## src/atab_pkg.sv

```systemverilog
// Shared types and constants for the ATA block-address to task-file unit.
`timescale 1ns / 1ps

package atab_pkg;

    // Addressing modes.
    localparam logic [1:0] MODE_CHS   = 2'd0;
    localparam logic [1:0] MODE_LBA28 = 2'd1;
    localparam logic [1:0] MODE_LBA48 = 2'd2;

    // Configuration register indexes.
    localparam logic [2:0] CFG_ADDR_MODE    = 3'd0;
    localparam logic [2:0] CFG_TOTAL_BLOCKS = 3'd1;
    localparam logic [2:0] CFG_HEAD_COUNT   = 3'd2;
    localparam logic [2:0] CFG_SECTORS      = 3'd3;
    localparam logic [2:0] CFG_DRIVE_SELECT = 3'd4;

    // Task-file register selects.
    localparam logic [2:0] SEL_DRIVE_HEAD = 3'd0;
    localparam logic [2:0] SEL_SECT_COUNT = 3'd1;
    localparam logic [2:0] SEL_SECT_NUM   = 3'd2;
    localparam logic [2:0] SEL_CYL_LOW    = 3'd3;
    localparam logic [2:0] SEL_CYL_HIGH   = 3'd4;
    localparam logic [2:0] SEL_COMMAND    = 3'd5;

    // Command bytes: the extended (LBA-48) forms add CMD_EXT.
    localparam logic [7:0] CMD_READ  = 8'h20;
    localparam logic [7:0] CMD_WRITE = 8'h30;
    localparam logic [7:0] CMD_EXT   = 8'h04;

    // Drive/head register bits.
    localparam logic [7:0] DH_LBA   = 8'h40;
    localparam logic [7:0] DH_DRIVE = 8'h10;

    localparam int unsigned ADDR_W   = 48;
    localparam int unsigned DIVISOR_W = 13;  // heads (5 bits) times sectors (8 bits)

    typedef struct packed {
        logic [1:0]        addr_mode;
        logic [ADDR_W-1:0] total_blocks;
        logic [4:0]        head_count;
        logic [7:0]        sectors_per_track;
        logic              drive_select;
    } t_cfg;

    typedef struct packed {
        logic              bad;
        logic              is_write;
        logic [ADDR_W-1:0] block_address;
    } t_item;

    typedef enum logic [1:0] {
        BK_IDLE,
        BK_DIV_CYL,
        BK_DIV_HEAD,
        BK_EMIT
    } t_back_state;

endpackage

```

## src/atab_front.sv

```systemverilog
// Front end: configuration registers and request classification.
`timescale 1ns / 1ps

module atab_front
    import atab_pkg::*;
(
    input  logic              i_clk,
    input  logic              i_rst_n,
    input  logic              i_cfg_we,
    input  logic [2:0]        i_cfg_index,
    input  logic [ADDR_W-1:0] i_cfg_data,
    input  logic              i_start,
    input  logic              i_full,
    input  logic              i_opcode,
    input  logic [ADDR_W-1:0] i_block_address,
    output t_cfg              o_cfg,
    output logic              o_push,
    output t_item             o_item
);

    t_cfg r_cfg;
    logic w_bad;

    always_ff @(posedge i_clk) begin
        if (!i_rst_n) begin
            r_cfg.addr_mode         <= MODE_LBA28;
            r_cfg.total_blocks      <= '0;
            r_cfg.head_count        <= '0;
            r_cfg.sectors_per_track <= '0;
            r_cfg.drive_select      <= 1'b0;
        end else if (i_cfg_we) begin
            unique case (i_cfg_index)
                CFG_ADDR_MODE:    r_cfg.addr_mode         <= i_cfg_data[1:0];
                CFG_TOTAL_BLOCKS: r_cfg.total_blocks      <= i_cfg_data;
                CFG_HEAD_COUNT:   r_cfg.head_count        <= i_cfg_data[4:0];
                CFG_SECTORS:      r_cfg.sectors_per_track <= i_cfg_data[7:0];
                CFG_DRIVE_SELECT: r_cfg.drive_select      <= i_cfg_data[0];
                default: ;
            endcase
        end
    end

    // An undefined mode, a zero CHS geometry or an address past capacity is rejected.
    always_comb begin
        w_bad = (i_block_address >= r_cfg.total_blocks) || (r_cfg.addr_mode > MODE_LBA48);
        if (r_cfg.addr_mode == MODE_CHS &&
            (r_cfg.head_count == 5'd0 || r_cfg.sectors_per_track == 8'd0)) begin
            w_bad = 1'b1;
        end
    end

    assign o_cfg                = r_cfg;
    assign o_push               = i_start && !i_full;
    assign o_item.bad           = w_bad;
    assign o_item.is_write      = i_opcode;
    assign o_item.block_address = i_block_address;

endmodule

```

## src/atab_queue.sv

```systemverilog
// Small FIFO of classified requests between the front and back ends.
`timescale 1ns / 1ps

module atab_queue
    import atab_pkg::*;
#(
    parameter int unsigned DEPTH = 2
) (
    input  logic  i_clk,
    input  logic  i_rst_n,
    input  logic  i_push,
    input  t_item i_item,
    input  logic  i_pop,
    output logic  o_valid,
    output logic  o_full,
    output t_item o_item
);

    localparam int unsigned PTR_W = (DEPTH > 1) ? $clog2(DEPTH) : 1;
    localparam int unsigned CNT_W = $clog2(DEPTH + 1);
    localparam logic [PTR_W-1:0] LAST_PTR = PTR_W'(DEPTH - 1);
    localparam logic [CNT_W-1:0] FULL_CNT = CNT_W'(DEPTH);

    t_item            r_mem [DEPTH];
    logic [PTR_W-1:0] r_wr_ptr;
    logic [PTR_W-1:0] r_rd_ptr;
    logic [CNT_W-1:0] r_count;

    always_ff @(posedge i_clk) begin
        if (i_push) begin
            r_mem[r_wr_ptr] <= i_item;
        end
    end

    always_ff @(posedge i_clk) begin
        if (!i_rst_n) begin
            r_wr_ptr <= '0;
            r_rd_ptr <= '0;
            r_count  <= '0;
        end else begin
            if (i_push) begin
                r_wr_ptr <= (r_wr_ptr == LAST_PTR) ? '0 : r_wr_ptr + 1'b1;
            end
            if (i_pop) begin
                r_rd_ptr <= (r_rd_ptr == LAST_PTR) ? '0 : r_rd_ptr + 1'b1;
            end
            if (i_push && !i_pop) begin
                r_count <= r_count + 1'b1;
            end else if (i_pop && !i_push) begin
                r_count <= r_count - 1'b1;
            end
        end
    end

    assign o_valid = (r_count != '0);
    assign o_full  = (r_count == FULL_CNT);
    assign o_item  = r_mem[r_rd_ptr];

endmodule

```

## src/atab_back.sv

```systemverilog
// Back end: CHS divider and the task-file write sequencer.
`timescale 1ns / 1ps

module atab_back
    import atab_pkg::*;
(
    input  logic       i_clk,
    input  logic       i_rst_n,
    input  t_cfg       i_cfg,
    input  logic       i_q_valid,
    input  t_item      i_q_item,
    output logic       o_pop,
    output logic       o_result_valid,
    output logic [2:0] o_reg_select,
    output logic [7:0] o_reg_value,
    output logic       o_last_write,
    output logic       o_addr_error
);

    t_back_state r_state;
    t_back_state n_state;

    logic                 r_bad;
    logic                 r_write;
    logic [ADDR_W-1:0]    r_ba;
    logic [3:0]           r_head;
    logic [7:0]           r_sect;
    logic [15:0]          r_cyl;
    logic [3:0]           r_beat;
    logic [ADDR_W-1:0]    r_dvd;
    logic [DIVISOR_W-1:0] r_rem;
    logic [DIVISOR_W-1:0] r_dvs;
    logic [15:0]          r_quo;
    logic [5:0]           r_cnt;

    logic                 r_out_valid;
    logic [2:0]           r_out_sel;
    logic [7:0]           r_out_val;
    logic                 r_out_last;
    logic                 r_out_err;

    logic                 w_chs;
    logic                 w_lba48;
    logic                 w_last;
    logic                 w_load;
    logic [DIVISOR_W:0]   w_trial;
    logic                 w_ge;
    logic [DIVISOR_W-1:0] w_rem_nx;
    logic [3:0]           w_slot;
    logic [7:0]           w_b0;
    logic [7:0]           w_b1;
    logic [7:0]           w_b2;
    logic [2:0]           w_sel;
    logic [7:0]           w_val;

    assign w_chs   = (i_cfg.addr_mode == MODE_CHS);
    assign w_lba48 = (i_cfg.addr_mode == MODE_LBA48);
    assign w_last  = r_bad || (r_beat == (w_lba48 ? 4'd9 : 4'd5));
    assign w_load  = i_q_valid &&
                     ((r_state == BK_IDLE) || (r_state == BK_EMIT && w_last));
    assign o_pop   = w_load;

    // One restoring division step per cycle.
    assign w_trial  = {r_rem, r_dvd[ADDR_W-1]};
    assign w_ge     = (w_trial >= {1'b0, r_dvs});
    assign w_rem_nx = w_ge ? DIVISOR_W'(w_trial - {1'b0, r_dvs}) : w_trial[DIVISOR_W-1:0];

    // Next state.
    always_comb begin
        n_state = r_state;
        unique case (r_state)
            BK_IDLE: begin
                if (w_load) begin
                    n_state = (!i_q_item.bad && w_chs) ? BK_DIV_CYL : BK_EMIT;
                end
            end
            BK_DIV_CYL: begin
                if (r_cnt == 6'd0) begin
                    n_state = BK_DIV_HEAD;
                end
            end
            BK_DIV_HEAD: begin
                if (r_cnt == 6'd0) begin
                    n_state = BK_EMIT;
                end
            end
            BK_EMIT: begin
                if (w_load) begin
                    n_state = (!i_q_item.bad && w_chs) ? BK_DIV_CYL : BK_EMIT;
                end else if (w_last) begin
                    n_state = BK_IDLE;
                end
            end
            default: n_state = BK_IDLE;
        endcase
    end

    // Beat contents. Outside LBA-48 the four high-order writes are skipped.
    always_comb begin
        w_slot = (!w_lba48 && r_beat != 4'd0) ? r_beat + 4'd4 : r_beat;
        w_b0   = w_chs ? r_sect      : r_ba[7:0];
        w_b1   = w_chs ? r_cyl[7:0]  : r_ba[15:8];
        w_b2   = w_chs ? r_cyl[15:8] : r_ba[23:16];
        w_sel  = SEL_DRIVE_HEAD;
        w_val  = 8'h00;
        if (!r_bad) begin
            unique case (w_slot)
                4'd0: begin
                    w_sel = SEL_DRIVE_HEAD;
                    w_val = (i_cfg.drive_select ? DH_DRIVE : 8'h00) |
                            (w_chs ? 8'h00 : DH_LBA) | {4'h0, r_head};
                end
                4'd1: begin
                    w_sel = SEL_SECT_COUNT;
                    w_val = 8'h00;
                end
                4'd2: begin
                    w_sel = SEL_SECT_NUM;
                    w_val = r_ba[31:24];
                end
                4'd3: begin
                    w_sel = SEL_CYL_LOW;
                    w_val = r_ba[39:32];
                end
                4'd4: begin
                    w_sel = SEL_CYL_HIGH;
                    w_val = r_ba[47:40];
                end
                4'd5: begin
                    w_sel = SEL_SECT_COUNT;
                    w_val = 8'h01;
                end
                4'd6: begin
                    w_sel = SEL_SECT_NUM;
                    w_val = w_b0;
                end
                4'd7: begin
                    w_sel = SEL_CYL_LOW;
                    w_val = w_b1;
                end
                4'd8: begin
                    w_sel = SEL_CYL_HIGH;
                    w_val = w_b2;
                end
                4'd9: begin
                    w_sel = SEL_COMMAND;
                    w_val = (r_write ? CMD_WRITE : CMD_READ) | (w_lba48 ? CMD_EXT : 8'h00);
                end
                default: begin
                    w_sel = SEL_DRIVE_HEAD;
                    w_val = 8'h00;
                end
            endcase
        end
    end

    always_ff @(posedge i_clk) begin
        if (!i_rst_n) begin
            r_state     <= BK_IDLE;
            r_out_valid <= 1'b0;
        end else begin
            r_state     <= n_state;
            r_out_valid <= (r_state == BK_EMIT);
        end
    end

    always_ff @(posedge i_clk) begin
        r_out_sel  <= w_sel;
        r_out_val  <= w_val;
        r_out_last <= w_last;
        r_out_err  <= r_bad;

        if (w_load) begin
            r_bad   <= i_q_item.bad;
            r_write <= i_q_item.is_write;
            r_ba    <= i_q_item.block_address;
            r_beat  <= 4'd0;
            r_dvd   <= i_q_item.block_address;
            r_rem   <= '0;
            r_dvs   <= DIVISOR_W'(i_cfg.head_count) * DIVISOR_W'(i_cfg.sectors_per_track);
            r_cnt   <= 6'(ADDR_W - 1);
            r_head  <= (i_cfg.addr_mode == MODE_LBA28) ? i_q_item.block_address[27:24] : 4'h0;
        end else begin
            unique case (r_state)
                BK_DIV_CYL: begin
                    r_quo <= {r_quo[14:0], w_ge};
                    if (r_cnt == 6'd0) begin
                        // Cylinder done; divide the remainder by sectors per track.
                        r_cyl <= {r_quo[14:0], w_ge};
                        r_dvd <= {w_rem_nx, (ADDR_W - DIVISOR_W)'(0)};
                        r_rem <= '0;
                        r_dvs <= {(DIVISOR_W - 8)'(0), i_cfg.sectors_per_track};
                        r_cnt <= 6'(DIVISOR_W - 1);
                    end else begin
                        r_rem <= w_rem_nx;
                        r_dvd <= {r_dvd[ADDR_W-2:0], 1'b0};
                        r_cnt <= r_cnt - 6'd1;
                    end
                end
                BK_DIV_HEAD: begin
                    r_rem <= w_rem_nx;
                    r_dvd <= {r_dvd[ADDR_W-2:0], 1'b0};
                    r_quo <= {r_quo[14:0], w_ge};
                    r_cnt <= r_cnt - 6'd1;
                    if (r_cnt == 6'd0) begin
                        r_head <= {r_quo[2:0], w_ge};
                        r_sect <= w_rem_nx[7:0] + 8'd1;
                    end
                end
                BK_EMIT: begin
                    r_beat <= r_beat + 4'd1;
                end
                default: ;
            endcase
        end
    end

    assign o_result_valid = r_out_valid;
    assign o_reg_select   = r_out_sel;
    assign o_reg_value    = r_out_val;
    assign o_last_write   = r_out_last;
    assign o_addr_error   = r_out_err;

endmodule

```

## src/ata_block_address_to_taskfile_unit.sv

```systemverilog
// Top level of the ATA block-address to task-file unit.
`timescale 1ns / 1ps

// Usage:
// A request (i_opcode, i_block_address) is taken at a clock edge where i_start is
// high and o_busy is low. Each request yields a run of task-file writes on
// o_reg_select / o_reg_value, one beat per cycle marked by o_result_valid, with
// o_last_write on the final beat. A rejected request gives a single beat with
// o_addr_error set. The receiver cannot stall: every beat is valid for one cycle.
// Configuration is written through i_cfg_we, i_cfg_index and i_cfg_data; the user
// must do so only while no request is pending, as the block does not enforce it.
// Indexes beyond the register list are ignored. In LBA modes the first beat
// follows once the back end has loaded the request from the queue; in CHS mode
// the bit-serial divider runs first, 48 steps for the cylinder and 13 for head
// and sector. The sequencer emits one beat per cycle and starts the next queued
// request right after a last beat, so a request gives 10 writes in LBA-48 and
// 6 in LBA-28 or CHS. A small request queue lets the front accept while the
// back is still working; o_busy is high while it is full.
// Reset restores LBA-28 mode with zero capacity, so every request is rejected
// until capacity is written.

module ata_block_address_to_taskfile_unit
    import atab_pkg::*;
#(
    parameter int unsigned QUEUE_DEPTH = 2
) (
    input  logic              i_clk,
    input  logic              i_rst_n,
    input  logic              i_cfg_we,
    input  logic [2:0]        i_cfg_index,
    input  logic [ADDR_W-1:0] i_cfg_data,
    input  logic              i_start,
    output logic              o_busy,
    input  logic              i_opcode,
    input  logic [ADDR_W-1:0] i_block_address,
    output logic              o_result_valid,
    output logic [2:0]        o_reg_select,
    output logic [7:0]        o_reg_value,
    output logic              o_last_write,
    output logic              o_addr_error
);

    t_cfg  w_cfg;
    t_item w_push_item;
    t_item w_head_item;
    logic  w_push;
    logic  w_pop;
    logic  w_q_valid;
    logic  w_q_full;

    atab_front u_front (
        .i_clk           (i_clk),
        .i_rst_n         (i_rst_n),
        .i_cfg_we        (i_cfg_we),
        .i_cfg_index     (i_cfg_index),
        .i_cfg_data      (i_cfg_data),
        .i_start         (i_start),
        .i_full          (w_q_full),
        .i_opcode        (i_opcode),
        .i_block_address (i_block_address),
        .o_cfg           (w_cfg),
        .o_push          (w_push),
        .o_item          (w_push_item)
    );

    atab_queue #(
        .DEPTH (QUEUE_DEPTH)
    ) u_queue (
        .i_clk   (i_clk),
        .i_rst_n (i_rst_n),
        .i_push  (w_push),
        .i_item  (w_push_item),
        .i_pop   (w_pop),
        .o_valid (w_q_valid),
        .o_full  (w_q_full),
        .o_item  (w_head_item)
    );

    atab_back u_back (
        .i_clk          (i_clk),
        .i_rst_n        (i_rst_n),
        .i_cfg          (w_cfg),
        .i_q_valid      (w_q_valid),
        .i_q_item       (w_head_item),
        .o_pop          (w_pop),
        .o_result_valid (o_result_valid),
        .o_reg_select   (o_reg_select),
        .o_reg_value    (o_reg_value),
        .o_last_write   (o_last_write),
        .o_addr_error   (o_addr_error)
    );

    assign o_busy = w_q_full;

endmodule
```

## config.mk

```make
export PLATFORM = sky130hd
export DESIGN_NAME = ata_block_address_to_taskfile_unit
export DESIGN_NICKNAME = d
export VERILOG_FILES = /design/src/atab_pkg.sv /design/src/atab_front.sv /design/src/atab_queue.sv /design/src/atab_back.sv /design/src/ata_block_address_to_taskfile_unit.sv
export SDC_FILE = /design/constraint.sdc
export NUM_CORES = 1
export LEC_CHECK = 0
export BUFFER_PORTS_ARGS = -buffer_cell sky130_fd_sc_hd__buf_2
export CORE_MARGIN = 2
export CORE_UTILIZATION = 45
export CTS_CLUSTER_DIAMETER = 150
export DETAILED_ROUTE_END_ITERATION = 16
export SETUP_SLACK_MARGIN = 0.05
export SYNTH_ARGS = -nofsm -noshare
export SYNTH_HDL_FRONTEND = slang
export SYNTH_SLANG_ARGS = --single-unit
```

## constraint.sdc

```tcl
create_clock -name i_clk -period 9.35 [get_ports i_clk]
set_input_delay 0.4675 -clock i_clk [delete_from_list [all_inputs] [get_ports i_clk]]
set_output_delay 0.4675 -clock i_clk [all_outputs]
set_load 0.005 [all_outputs]
```

* Word level (Yosys, flattened, before mapping) *
Memory sizes are Yosys's and may differ from the RTL's. A register that Yosys moved wholly into a read port is not among the register bits.
Index checks and enable logic that the tools add are counted.

word-level totals
  bits in registers = 261
  bits in latches = 0
  RAM bits = 100
  ROM bits = 0
  input bits = 104
  output and inout bits = 15
  memories kept = 1

memories
  name           depth  bits a word  rd ports  clocked after memory_dff  write ports  RTL line          source
  u_queue.r_mem  2      50           1         1                         1            atab_queue.sv:24  t_item r_mem [DEPTH];

operators by class
  add/subtract/negate cells = 9
  $mul = 1
  divide/modulo/power cells = 0
  magnitude comparators = 3
  equal/unequal tests = 24
  shifts and indexed selects = 0
  multiplexer cells = 42
  bitwise logic cells = 4
  reduce and logical (&&, ||, !) cells = 48

operator list
  cell                 number
  $mux 48              2
  $pmux 48 s2          1
  $pmux 8 s9           1
  $mux 13              5
  $ge 48x48->1         1
  $pmux 13 s2          1
  $mux 4               6
  $mux 8               3
  $eq 4x3->1 const B   4
  $mux 2               8
  $or 8x8->8           2
  $reduce_and 2->1     8
  $pmux 3 s5           1
  $ge 14x13->1         1
  $mul 5x8->13         1
  $sub 13x13->13       1
  $pmux 6 s2           1
  $reduce_bool 2->1    6
  $mux 5               2
  $reduce_or 2->1      5
  $add 8x1->8 const B  1
  $eq 2x2->1 const B   4
  $eq 4x2->1 const B   2
  $eq 4x4->1 const B   2
  other kinds (36)     62

* Depth between registers and ports, before layout *
Gate-level depths: netlist (run 1).

  depth after elaboration = 10
  depth in mapped cells = 15
  depth with buffers taken out = 15

* Hierarchy *
A second synthesis (run 1) with hierarchy kept.

unflattened totals
  cells, all modules = 1625
  area total of the unflattened synthesis = 17925.9 sq um

modules (own cells, without submodules)
  module      instances  cells an instance  area each (sq um)
  atab_back   1          950                10092.2
  atab_front  1          497                4003.8
  atab_queue  1          178                3829.9

* Least setup slack after synthesis (run 1) *
No wires, ideal clock.

  path kind = flip-flop to flip-flop
  start = register u_front.r_cfg, in the netlist u_front.o_cfg[13]
  end = register u_back.r_dvs[10] (data pin)
  data arrival time = 3.603 ns
  path slack = 5.491 ns
  stages on the path, launching flop included = 15
  buffers on the path = 1
  period minus slack after synthesis = 3.859 ns
  cell sequence = dfxtp_1 > clkbuf_1 > nand2_1 > fa_1 > fa_1 > fa_1 > inv_1 > ha_1 > a21o_1 > a21o_1 > a211oi_1 > o21bai_1 > a21oi_1 > xor2_1 > nor2_1

between the ends
  cells in the longest elaborated chain, start to end = 2

ends and longest elaborated chain
  element                 RTL line          source
  start: declaration      atab_front.sv:21  t_cfg r_cfg;
  $mul 5x8->13            atab_back.sv:180  r_dvs <= DIVISOR_W'(i_cfg.head_count) * DIVISOR_W'(i_cfg.sectors_per_track);
  $mux 13                 atab_back.sv:173  if (w_load) begin
  end signal: assignment  atab_back.sv:180
  end signal: assignment  atab_back.sv:192  r_dvs <= {(DIVISOR_W - 8)'(0), i_cfg.sectors_per_track};
  end: declaration        atab_back.sv:32   logic [DIVISOR_W-1:0] r_dvs;

Every way passes these cells.
A chain may end at the register's enable or synchronous reset.

* Worst setup path after layout (run 1) *
Ends and elaborated chain as after synthesis.

==> metrics.cfg, run 1 <==
[run_status]
status = finished, final reports clean

[timing]
final-max-slew-violation-count = 0
period_share_pct = 44.0
final.setup_skew_ns = 0.0192
setup_ws_ns = 5.24
slew_headroom_pct = 27.5
hold_viol = 0
tightest_slew_ns = 1.09
hold_slack_ns = 0.111
setup_tns_ns = 0
rsz0062_at_grt = no
max_freq_mhz = 243
fin_crit_ns = 4.11
setup_violations = 0

[drt]
vias_per_cell = 5.42
drc = 0
drtAntennaViolNets = 0
wirelength_um = 41400
drt_iter0_drc = 735
drt-pass1-iter-count = 7
avgRoutedWirePerCell_um = 19.0
vias = 11800

[finish]
diodes = 0
fin_nets = 1860
area_delta_synth_final_pct = 13.3
drive_gt1_share_pct = 16.4
final_area_um2 = 20000

[run]
cap_violations = 0

[clock_tree]
clkLatencyLatePin_ns = 0.55
cts_buffers = 40
clk_pin_slew_ns = 0.06
hold_buffers = 0
cts_resized = 0
cts_setup_buffers = 0
cts_buffer_depth = 3
cts-root-buf = clkbuf_16
cts_tree = done
clock_sinks = 362
htree_levels = 2

[power]
max-vdd-ir-drop_v = 0.000169
fin_total_pwr_mw = 5.74
p_per_area_nw_per_um2 = 287
p_leak_nw = 7.84

[worst_setup_path]
worstPathMaxFanout = 10
slowest_delay_ns = 0.54
crit_path_frequent_cell = fa_1
r2r_cells = 13
required_ns = 9.62
critPathArrivalTime_ns = 4.38
startpoint_type = flip-flop
end_kind = flip-flop
worstSetupPathType = flip-flop to flip-flop
worst_path_max_delay_cell = fa_1
worstPathCellList = nand2_1, fa_1, fa_1, fa_1, inv_1, ha_1, a21o_1, a21o_1, a211oi_1, o21bai_1, a21oi_1, xor2_1, nor2_1

[grt]
globalRoute.totalOverflow = 0
antenna_found_initial = 4
grt_pass1_vias = 11300
grt_usage_pct = 20.3
grt_first_pass_wirelength_um = 64600
grt_max_degree = 88

[synth]
syn_inst = 1535
ys_ff_latch = 362
syn_nets = 1756
synth_edf_count = 254
ys.flop_type = edfxtp_1
seq_area_frac_synth_pct = 55.5
synth_warnings = 0
synth.cell_area_um2 = 17600
syn_area_per_cell_um2 = 11.5
synth_cell_type_count = 77
async_flop_share_pct = 0

[die]
ios = 119
die-width_um = 202
die_h_um = 202
start_util_pct = 45.6
num_rows = 72
core_um2 = 38600
dieArea_um2 = 40800

[placement]
gp_congestion = 0.868
placed_cell_area_um2 = 18700
dpl.hpwl_um = 29300
place_ws_ns = 5.29
portBuffers = 118

[worst_hold_path]
min_path_cells = 1
hold_path_class = input pin to flip-flop

[synthesized netlist by cell type (11+ instances only)]
cell	n	share of area [%]
and3_1	41	1.5
mux2_2	62	4.0
buf_2	12	0.34
xnor2_1	16	0.79
fa_1	19	2.2
inv_1	110	2.3
a21o_1	56	2.4
a21boi_0	45	1.9
clkbuf_1	50	1.1
nor3_1	11	0.31
and2_1	33	1.2
ha_1	98	7.0
nand3_1	26	0.74
nor2_1	52	1.1
mux2i_1	29	1.6
o21ai_0	57	1.6
nor2b_1	17	0.60
edfxtp_1	254	43
nand2_1	196	4.2
a21oi_1	65	1.8
a31oi_1	14	0.50
nand4_1	19	0.67
dfxtp_1	108	12
xor2_1	16	0.79
[placed cells by master (no fill, tap or decap), types with 45 or more instances in the layout]
master / synthesis / routed
mux2_2: 62 / 62
edfxtp_1: 254 / 254
buf_2: 12 / 118
a21o_1: 56 / 56
ha_1: 98 / 98
nor2_1: 52 / 50
nand2_1: 196 / 196
dfxtp_1: 108 / 107
a21boi_0: 45 / 45
inv_1: 110 / 108
a21oi_1: 65 / 65
o21ai_0: 57 / 57
[stage by stage]
stage,std cells,utilization [%]
after global placement,2115,48.4
after global routing,2184,51.7
final,2184,51.7
after floorplan,1535,-
after CTS,2184,51.7
after detailed placement,2115,48.4
[per-layer routing]
| layer | vias to the layer above | global-route usage (%) | part of all wire, % |
|---|---|---|---|
| met3 | 71 | 5.10 | 6.9 |
| met5 | - | 0 | 0.060 |
| met1 | 5739 | 30.1 | 48 |
| met2 | 329 | 29.7 | 42 |
| li1 | 5697 | - | - |
| met4 | 4 | 5.17 | 2.2 |
[final timing paths]
check	from	slack (ns)	end
min	i_opcode	0.11	u_queue.r_mem[0][48]
min reg2reg	u_back.r_quo[14]	0.42	u_back.r_cyl[15]
max reg2reg	u_front.o_cfg[13]	5.24	u_back.r_dvs[10]
max	u_front.o_cfg[13]	5.24	u_back.r_dvs[10]
[critical path: cells and delay by family, from the launching register on]
family          cells  cell delay [ns]
fa+ha+maj           4             1.90
compound gates      5             1.07
flops               1             0.48
simple gates        2             0.19
xor+xnor            1             0.17
buf+inv             1             0.04
[registers in the layout, summed over array words and instances (netlist names), named ones only]
| name | count |
|---|---|
| u_queue.r_mem | 100 |
| u_front.o_cfg | 64 |
| u_back.r_ba | 48 |
| u_back.r_dvd | 48 |
| u_back.r_cyl | 16 |
| u_back.r_quo | 15 |
| u_back.r_dvs | 13 |
| u_back.r_rem | 13 |
| u_back.o_reg_value | 8 |
| u_back.r_sect | 8 |
| u_back.r_cnt | 6 |
| u_back.r_beat | 4 |
| u_back.r_head | 4 |
| u_back.o_reg_select | 3 |
| u_back.r_state | 2 |
| u_queue.r_count | 2 |
| u_back.o_addr_error | 1 |
| u_back.o_last_write | 1 |
| u_back.o_result_valid | 1 |
| u_back.r_bad | 1 |
| u_back.r_write | 1 |
| u_queue.r_rd_ptr | 1 |
| u_queue.r_wr_ptr | 1 |
[final cells by class]
| type | instances | area [um2] |
|---|---|---|
| fillers | 3423 | 18700 |
| flip-flops and latches | 362 | 9790 |
| multi-input cells | 990 | 7140 |
| clock buffers | 51 | 1080 |
| repair buffers | 134 | 711 |
| well taps | 518 | 648 |
| inverters | 111 | 418 |
| clock inverters | 18 | 179 |
[cells by family after synthesis]
group | synth area share [%]
compound gates | 12.5
xor+xnor | 1.68
fa+ha+maj | 9.11
buf+inv | 4.10
flops | 55.5
mux | 5.67
simple gates | 11.4
[report_power, final]
group | switching (mW) | internal (mW)
logic | 1.10 | 0.617
clock network | 0.624 | 0.900
registers | 0.172 | 2.33
Power figures use the tool's default switching activity.
==> run 2: changes to the inputs <==
--- a/config.mk
+++ b/config.mk
@@ -5,6 +5,7 @@
 export SDC_FILE = /design/constraint.sdc
 export NUM_CORES = 1
 export LEC_CHECK = 0
+export ABC_AREA = 1
 export BUFFER_PORTS_ARGS = -buffer_cell sky130_fd_sc_hd__buf_2
 export CORE_MARGIN = 2
 export CORE_UTILIZATION = 45
==> constraint.sdc (replaced) <==
create_clock -name i_clk -period 4.04 [get_ports i_clk]
set_input_delay 0.202 -clock i_clk [delete_from_list [all_inputs] [get_ports i_clk]]
set_output_delay 0.202 -clock i_clk [all_outputs]
set_load 0.005 [all_outputs]
==> run 2 against run 1 <==
Against the previous run: sequential share of layout area fell by 2.2 points; flip-flop and latch count did not move; clock power rose by 140%; hold slack got worse by 0.085 ns; die area fell by 0.84%; critical path depth rose by 2; fmax rose by 11%; largest power group unchanged; synthesized cell count rose by 14%; core utilization rose by 2.8 points.
==> metrics.cfg, run 2 <==
[run_status]
status = finished, final reports clean

[grt]
grt_first_pass_wirelength_um = 67600
busiest_layer = met2
grt_max_degree = 119
met1_usage_pct = 30.7
grt_pass1_vias = 12700
globalRoute.totalOverflow = 0
antenna_found_initial = 0
grt_usage_pct = 21.2
grt_use_met2_pct = 32.7
use_met3_pct = 3.23

[die]
num_rows = 72
die-width_um = 201
die_h_um = 201
ios = 119
start_util_pct = 45.4
core_um2 = 38500
dieArea_um2 = 40400

[finish]
diodes = 0
final_area_um2 = 20900
final_common_cell = nand2_1
fillers = 3398
multi_input_area_um2 = 6640
top_register = u_queue.r_mem
drive_gt1_share_pct = 15.2
final_cell_mix = nand2_1, edfxtp_1, inv_1
largest_reg_flops = 100
area_delta_synth_final_pct = 19.9
final_util_pct = 54.5
regArea_um2 = 9800
fin_nets = 2190
fin_cells = 2520

[synth]
ys.flop_type = edfxtp_1
syn_area_per_cell_um2 = 9.98
synth_edf_count = 254
synth_cell_type_count = 48
synth_common_cells = nand2_1, edfxtp_1, inv_1
yosysMostFrequentCell = nand2_1
ys_ff_latch = 362
synth_warnings = 0
synth.area.top_cells = edfxtp_1, dfxtp_1, nand2_1, ha_1, inv_1
synth.cell_area_um2 = 17500
seq_area_frac_synth_pct = 56.0
syn_inst = 1752
async_flop_share_pct = 0
syn_nets = 1973
synth_top_cell_by_area = edfxtp_1
synth_top_area_share_pct = 43.6

[timing]
setup_tns_ns = 0
period_share_pct = 92.1
tightest_slew_ns = 1.26
final.setup_skew_ns = 0.0203
setup_violations = 0
rsz0062_at_grt = no
fin_crit_ns = 3.72
hold_slack_ns = 0.0254
final-max-slew-violation-count = 0
max_freq_mhz = 269
slew_headroom_pct = 16.3
setup_ws_ns = 0.320
hold_viol = 0

[drt]
vias = 12800
wirelength_um = 41800
drt-pass1-iter-count = 5
avgRoutedWirePerCell_um = 16.6
drtAntennaViolNets = 0
vias_per_cell = 5.08
drt_iter0_drc = 878
drc = 0

[clock_tree]
cts_tree = done
clock_sinks = 362
cts-root-buf = clkbuf_16
cts_buffer_depth = 3
htree_levels = 2
clkLatencyLatePin_ns = 0.57
cts_buffers = 41
clk_pin_slew_ns = 0.05

[worst_setup_path]
regToRegStartpoint = u_front.o_cfg[2]
required_ns = 4.36
critPathArrivalTime_ns = 4.04
startpoint_type = flip-flop
reg2reg_to = u_back.r_dvs[11]
worstPathMaxFanout = 6
worstSetupPathType = flip-flop to flip-flop
r2r_slack_ns = 0.32
end_kind = flip-flop
r2r_cells = 15

[placement]
portBuffers = 118
gp_congestion = 0.865
dpl.hpwl_um = 28900
place_ws_ns = 0.141
placed_cell_area_um2 = 18600
numPlacedInstances = 2346

[worst_hold_path]
hold_path_class = input pin to flip-flop
min_path_cells = 3
min_to = u_front.o_cfg[7]
worstHoldStart = i_cfg_data[6]

[power]
p_per_area_nw_per_um2 = 677
p_leak_nw = 8.84
max-vdd-ir-drop_v = 0.000602
fin_total_pwr_mw = 14.2

[run]
cap_violations = 0

## run 2: critical path, stage by stage, from the launching register on
cell	delay (ns)
dfxtp_1	0.41
nand2_1	0.10
fa_1	0.48
fa_1	0.51
fa_1	0.54
inv_1	0.04
ha_1	0.36
nand3_1	0.10
nand3_1	0.13
nand3_1	0.08
nand2_1	0.11
nand2_1	0.06
nand2_1	0.06
a21oi_1	0.06
or2_2	0.27
and2_1	0.15
## run 2: area by class of cell
class                           count  area share (%)
Tap cell                          518            3.09
Clock buffer                       56            5.40
Sequential cell                   362            46.8
Timing Repair Buffer              230            8.12
Clock inverter                     20           0.926
Inverter                          221            3.96
Multi-Input combinational cell   1113            31.7
## run 2: how the worst max path moves through the flow
stage,start,to,slack [ns],cells past startpoint
3_3_place_gp,u_front.o_cfg[11],u_back.r_dvs[11],0.17,17
2_1_floorplan,u_front.o_cfg[12],u_back.r_dvs[11],0.26,18
4_1_cts,u_front.o_cfg[11],u_back.r_dvs[11],0.12,17
3_5_place_dp,u_front.o_cfg[11],u_back.r_dvs[11],0.14,17
5_1_grt,u_front.o_cfg[12],u_back.r_dvs[11],0.06,17
6_report,u_front.o_cfg[2],u_back.r_dvs[11],0.32,15
## run 2: what timing repair did
item                                    4_1_cts  5_1_grt
buffers inserted                              0        0
endpoints found under the hold margin       157        0
gates resized for setup                       0        9
hold buffers                                 98        0
endpoints found under the setup margin        0        3
## run 2: cell families (layout without fill, tap and decap cells)
group	Yosys count	after routing	synth area share (%)
buffers and inverters	277	527	6.23
AO/OA/AOI/OAI	297	297	8.99
adder cells (fa/ha/maj)	117	117	9.19
XOR/XNOR	17	17	0.895
multiplexers	49	49	3.16
flip-flops	362	362	56.0
AND/OR/NAND/NOR	633	633	15.5
## run 2: power breakdown
part / internal, mW / leakage (nW) / switching [mW]
Combinational: 1.47 / 4.90 / 3.12
Clock: 2.16 / 0.648 / 1.50
Sequential: 5.50 / 3.28 / 0.423
## run 2: layer usage
metal / up-vias / share of wire, %
met3: 70 / 5.5
met5: - / 0
met4: 0 / 2.6
met1: 6008 / 48
met2: 370 / 44
li1: 6352 / -
